`src/rtl/core/skt_pkg.sv`:
```
// Package for the sorted key table: request and response word types,
// status and request codes, and the controller-to-datapath command struct.
// No dependencies.
package skt_pkg;

    localparam int KEY_W   = 31;
    localparam int PAY_W   = 64;
    localparam int STAT_W  = 2;
    localparam int TOTAL_W = 5;

    localparam logic REQ_INSERT = 1'b0;
    localparam logic REQ_DELETE = 1'b1;

    localparam logic [STAT_W-1:0] ST_DONE    = 2'd0;
    localparam logic [STAT_W-1:0] ST_FULL    = 2'd1;
    localparam logic [STAT_W-1:0] ST_MISSING = 2'd2;
    localparam logic [STAT_W-1:0] ST_ZERO    = 2'd3;

    typedef struct packed {
        logic             req_type;
        logic [KEY_W-1:0] key;
        logic [PAY_W-1:0] payload;
    } req_t;

    typedef struct packed {
        logic [STAT_W-1:0]  status;
        logic [PAY_W-1:0]   removed_payload;
        logic [TOTAL_W-1:0] entry_total;
    } rsp_t;

    typedef struct packed {
        logic capture;
        logic execute;
    } dp_cmd_t;

endpackage

```
`src/rtl/core/skt_dp.sv`:
```
// Datapath of the sorted key table: a row of key/payload cells with a
// comparator in each, the entry count, and the response register.
// Depends on skt_pkg.
module skt_dp
    import skt_pkg::*;
#(
    parameter int CAPACITY = 16
)
(
    input  logic    clk,
    input  logic    rst_n,
    input  dp_cmd_t cmd,
    input  req_t    in_data,
    output rsp_t    out_data
);

    localparam int CNT_W = $clog2(CAPACITY + 1);

    logic [KEY_W-1:0] key_reg [CAPACITY];
    logic [PAY_W-1:0] pay_reg [CAPACITY];
    logic [CNT_W-1:0] count_reg;
    logic [CNT_W-1:0] count_next;
    req_t             req_reg;
    rsp_t             rsp_reg;
    rsp_t             rsp_next;

    logic [CAPACITY-1:0] occ;
    logic [CAPACITY-1:0] ins_at;
    logic [CAPACITY-1:0] del_at;
    logic [CAPACITY-1:0] hit;
    logic [CAPACITY-1:0] first_hit;

    logic             full;
    logic             found;
    logic             key_zero;
    logic             do_ins;
    logic             do_del;
    logic [PAY_W-1:0] hit_payload;

    // Because the filled cells are sorted, each of these masks is a
    // thermometer: ins_at marks every cell at or above the insert point and
    // del_at every cell at or above the first matching entry. Empty cells
    // count as above both points.
    genvar g;
    generate
        for (g = 0; g < CAPACITY; g++)
        begin : g_cell
            assign occ[g]    = (CNT_W'(g) < count_reg);
            assign ins_at[g] = !occ[g] || (req_reg.key < key_reg[g]);
            assign del_at[g] = !occ[g] || (key_reg[g] >= req_reg.key);
            assign hit[g]    = occ[g] && (key_reg[g] == req_reg.key);

            if (g == 0)
            begin : g_first
                assign first_hit[g] = hit[g];

                always_ff @(posedge clk)
                begin
                    if (cmd.execute && do_ins && ins_at[g])
                    begin
                        key_reg[g] <= req_reg.key;
                        pay_reg[g] <= req_reg.payload;
                    end
                    else if (cmd.execute && do_del && del_at[g])
                    begin
                        key_reg[g] <= key_reg[g+1];
                        pay_reg[g] <= pay_reg[g+1];
                    end
                end
            end
            else
            begin : g_rest
                // Equal keys sit next to each other, so the oldest match is
                // the one whose lower neighbor does not match.
                assign first_hit[g] = hit[g] && !hit[g-1];

                always_ff @(posedge clk)
                begin
                    if (cmd.execute && do_ins && ins_at[g])
                    begin
                        if (ins_at[g-1])
                        begin
                            key_reg[g] <= key_reg[g-1];
                            pay_reg[g] <= pay_reg[g-1];
                        end
                        else
                        begin
                            key_reg[g] <= req_reg.key;
                            pay_reg[g] <= req_reg.payload;
                        end
                    end
                    else if (cmd.execute && do_del && del_at[g] && (g < CAPACITY - 1))
                    begin
                        key_reg[g] <= key_reg[(g < CAPACITY - 1) ? g + 1 : g];
                        pay_reg[g] <= pay_reg[(g < CAPACITY - 1) ? g + 1 : g];
                    end
                end
            end
        end
    endgenerate

    always_comb
    begin
        hit_payload = '0;
        for (int i = 0; i < CAPACITY; i++)
        begin
            hit_payload = hit_payload | ({PAY_W{first_hit[i]}} & pay_reg[i]);
        end
    end

    assign full     = (count_reg == CNT_W'(CAPACITY));
    assign found    = |hit;
    assign key_zero = (req_reg.key == '0);
    assign do_ins   = (req_reg.req_type == REQ_INSERT) && !full;
    assign do_del   = (req_reg.req_type == REQ_DELETE) && !key_zero && found;

    always_comb
    begin
        count_next = count_reg;
        if (do_ins)
        begin
            count_next = count_reg + CNT_W'(1);
        end
        else if (do_del)
        begin
            count_next = count_reg - CNT_W'(1);
        end

        rsp_next.removed_payload = do_del ? hit_payload : '0;
        rsp_next.entry_total     = TOTAL_W'(count_next);
        if (req_reg.req_type == REQ_INSERT)
        begin
            rsp_next.status = full ? ST_FULL : ST_DONE;
        end
        else if (key_zero)
        begin
            rsp_next.status = ST_ZERO;
        end
        else if (!found)
        begin
            rsp_next.status = ST_MISSING;
        end
        else
        begin
            rsp_next.status = ST_DONE;
        end
    end

    always_ff @(posedge clk or negedge rst_n)
    begin
        if (!rst_n)
        begin
            count_reg <= '0;
        end
        else if (cmd.execute)
        begin
            count_reg <= count_next;
        end
    end

    always_ff @(posedge clk)
    begin
        if (cmd.capture)
        begin
            req_reg <= in_data;
        end
        if (cmd.execute)
        begin
            rsp_reg <= rsp_next;
        end
    end

    assign out_data = rsp_reg;

endmodule

```
`config.mk`:
```
export PLATFORM = sky130hd
export DESIGN_NAME = skt_dp
export DESIGN_NICKNAME = d
export VERILOG_FILES = /design/src/rtl/core/skt_pkg.sv /design/src/rtl/core/skt_dp.sv
export SDC_FILE = /design/constraint.sdc
export NUM_CORES = 2
export LEC_CHECK = 0
export BUFFER_PORTS_ARGS = -buffer_cell sky130_fd_sc_hd__buf_2
export CELL_PAD_IN_SITES_DETAIL_PLACEMENT = 0
export CELL_PAD_IN_SITES_GLOBAL_PLACEMENT = 1
export CORE_MARGIN = 4
export CORE_UTILIZATION = 56
export CTS_CLUSTER_SIZE = 30
export DETAILED_ROUTE_END_ITERATION = 8
export MAX_ROUTING_LAYER = met4
export PLACE_DENSITY = 0.87
export SLEW_MARGIN = 15
export SYNTH_ARGS = -nofsm -noshare
export SYNTH_HDL_FRONTEND = slang
export SYNTH_SLANG_ARGS = --single-unit
export TNS_END_PERCENT = 30
```
`constraint.sdc`:
```
create_clock -name clk -period 20.5 [get_ports clk]
set_clock_uncertainty 0.1 [all_clocks]
set_input_delay 3.075 -clock clk [delete_from_list [all_inputs] [get_ports clk]]
set_output_delay 3.075 -clock clk [all_outputs]
set_load 0.1 [all_outputs]
```
==> run summary <==
status = complete, no violations
RSZ-0062 raised after global routing = false
wire per inst = 35.6 um
Pwr Density = 103 nW/um^2
Max-slew headroom = 0.0802
multiplexer share of the synthesized area = 0.147
CTS clock-pin slew for the worst setup and hold paths = 60 ps
Place WS = 12,560 ps
final hold violations = 0
vias in the first global route = 77,100
H-tree depth = 4
Detail Route met2 WL = 169,000 um
GR Overflow Total = 0
Die ar. = 182,000 um^2
Starting Density = 0.564
Critical Path Fanout Max = 67
main combinational cell family by area after synthesis = compound AO/OA/AOI/OAI gates
post-synthesis adder-cell area fraction = 0.0636
upper clock frequency limit = 127 MHz
Tot GR Track Use = 0.434
Leakage Power = 44.1 nW
crit path DAT = 8230 ps
post-CTS sizing = 0
Synth cell types = 76
Compound-Gate Fraction of Synth Area = 0.157
Final setup violation count = 0
DR vias = 81,900
Synth area leader = edfxtp_1
Crit. End Element = flip-flop
initial antenna violation count = 20
minimum clock period = 7860 ps
first-pass detailed-route iteration total = 7
CTS sink cnt = 1,692
vias per cell = 7.35
async set-reset flop share out of synthesis = 0.00296
I/O pins = 171
Synth Area in Simple Gates = 0.0785
die height = 427 um
worst-margin pin slew = 1380 ps
Area growth syn-to-layout = 9.24%
initial DRC count = 15,000
worst min path class = flip-flop to flip-flop
met3 wire length = 56,400 um
most instantiated library cell after synthesis = edfxtp_1
Gate Count Post-Synth = 8,828
CP Class = flip-flop to flip-flop
max reg flops = 1,024
largest net degree at the start of global routing = 191
CP startpoint kind = flip-flop
Slew Viols, Final = 0
Post-Route Setup TNS = 0 ps
die width = 427 um
IO buf count = 170
Max Cap Viol = 0
total detailed-routing wirelength = 397,000 um
RePlAce Congestion = 1.05
syn_nets = 9,428
area of the core = 174,000 um^2
Num CTS Buffers = 184
EDFF count, synth = 1,687
Top Metal Used = met4
Layout Nets = 9,258
Worst EP required = 20,870 ps
Synth Area in XOR/XNOR = 0.000713
DRC viols = 0
top cell type's share of synthesized area = 0.515
top cells by area, synth = edfxtp_1 (52%), mux2i_1 (13%), a21oi_1 (7.5%)
Final WS setup = 12,640 ps
CTS tree = built
register area share after synthesis = 0.517
hpwl dp = 229,000 um
Synth top cells by count = edfxtp_1 (1,687), a21oi_1 (1,472), nor2_1 (1,328), mux2i_1 (1,236), ha_1 (500)
Metal-1 WL = 143,000 um
period utilisation layout = 0.384
first-pass GRT wire length = 555,000 um
Clock Path Buffers = 3
synthesis warning total = 0
CTS root buffer = clkbuf_16
ys flop type = edfxtp_1
Worst-Skew Late Latency = 890 ps
post-CTS setup buffers = 0
Seq cells post-synth = 1,692
Max IR drop VDD = 0.0893 mV
row count = 153
Antenna Violating Nets Remaining = 0
syn avg cell area = 11.1 um^2
hold-fix buffers at CTS = 0
share of layout cells above drive strength 1 = 0.0899
Synth Cell Area = 98,300 um^2
-- per-layer routing --
metal / track usage / vias to the layer above
li1: - / 33500
met1: 0.562 / 39400
met2: 0.620 / 7372
met3: 0.112 / 1619
met4: 0.249 / 0
met5: - / -
-- power by group --
group / switching [mW] / internal [mW]
combinational: 1.69 / 0.872
sequential: 0.488 / 4.54
clock: 1.49 / 1.98
-- layout by cell type (no fill, tap or decap), types with 27 or more instances in the layout --
cell       count
nand3_1       88
a221oi_1     262
a41oi_1       67
clkinv_2      43
nand4_1      115
mux2_2        94
nand2_1       98
nor2_1      1322
o21a_1        27
inv_1        194
nor3_1        46
o22ai_1      101
ha_1         500
mux2_1        94
mux2i_1     1236
clkbuf_1      29
a22o_1       256
buf_4        165
a211oi_1      28
o21ai_0       79
clkinv_1      32
clkbuf_16    187
a21o_1        46
buf_2        168
a21oi_1     1470
edfxtp_1    1687
-- worst max-delay path, cell delays in order (launching register included) --
cell and delay, ps:
edfxtp_1 860, inv_1 620, ha_1 510, nand4_1 150
nor4_1 910, nand4_1 590, nand2_1 190, nor4_1 110
a21boi_2 150, buf_4 270, nand2_4 660, nand2b_4 370
buf_4 750, buf_4 950
-- final timing paths --
path | startpoint | end | slack (ps) | depth (start not counted)
min in group asynchronous | rst_n | count_reg[3] | 1930 | 1
worst max register to register | req_reg[81] | pay_reg[9][6] | 12640 | 13
worst min-delay path | pay_reg[1][22] | pay_reg[0][22] | 490 | 1
worst max-delay path | req_reg[81] | pay_reg[9][6] | 12640 | 13
max in group asynchronous | rst_n | count_reg[4] | 18230 | 1
worst min register to register | pay_reg[1][22] | pay_reg[0][22] | 490 | 1
-- layout make-up --
cell class                      count  area [um^2]
Sequential cell                  1692        50800
Clock inverter                    118         1330
Tap cell                         2325         2910
Timing Repair Buffer              347         2350
Clock buffer                      216         4790
Multi-Input combinational cell   6237        44400
Fill cell                       14000        66800
Antenna cell                       19         47.5
Inverter                          196          736
-- through the flow --
step | power (mW) | cell area, um^2 | instances | hold slack (ps) | utilization
after floorplan | 6.51 | 98300 | 8828 | 453 | -
after global placement | 7.46 | 101000 | 10800 | 474 | 0.581
after detailed placement | 7.53 | 101000 | 10800 | 483 | 0.581
after CTS | 10.9 | 107000 | 11100 | 496 | 0.616
after global routing | 11.3 | 107000 | 11100 | 525 | 0.616
final | 11.1 | 107000 | 11200 | 494 | 0.616
-- cells by family (layout without fill, tap and decap cells) --
group | count (synthesis) | after routing
AO/OA/AOI/OAI | 2480 | 2480
buffers and inverters | 899 | 877
other | 0 | 19
multiplexers | 1424 | 1424
XOR/XNOR | 8 | 8
flip-flops | 1692 | 1692
AND/OR/NAND/NOR | 1825 | 1825
adder cells (fa/ha/maj) | 500 | 500
No activity file was read; power rests on OpenSTA's default activity.
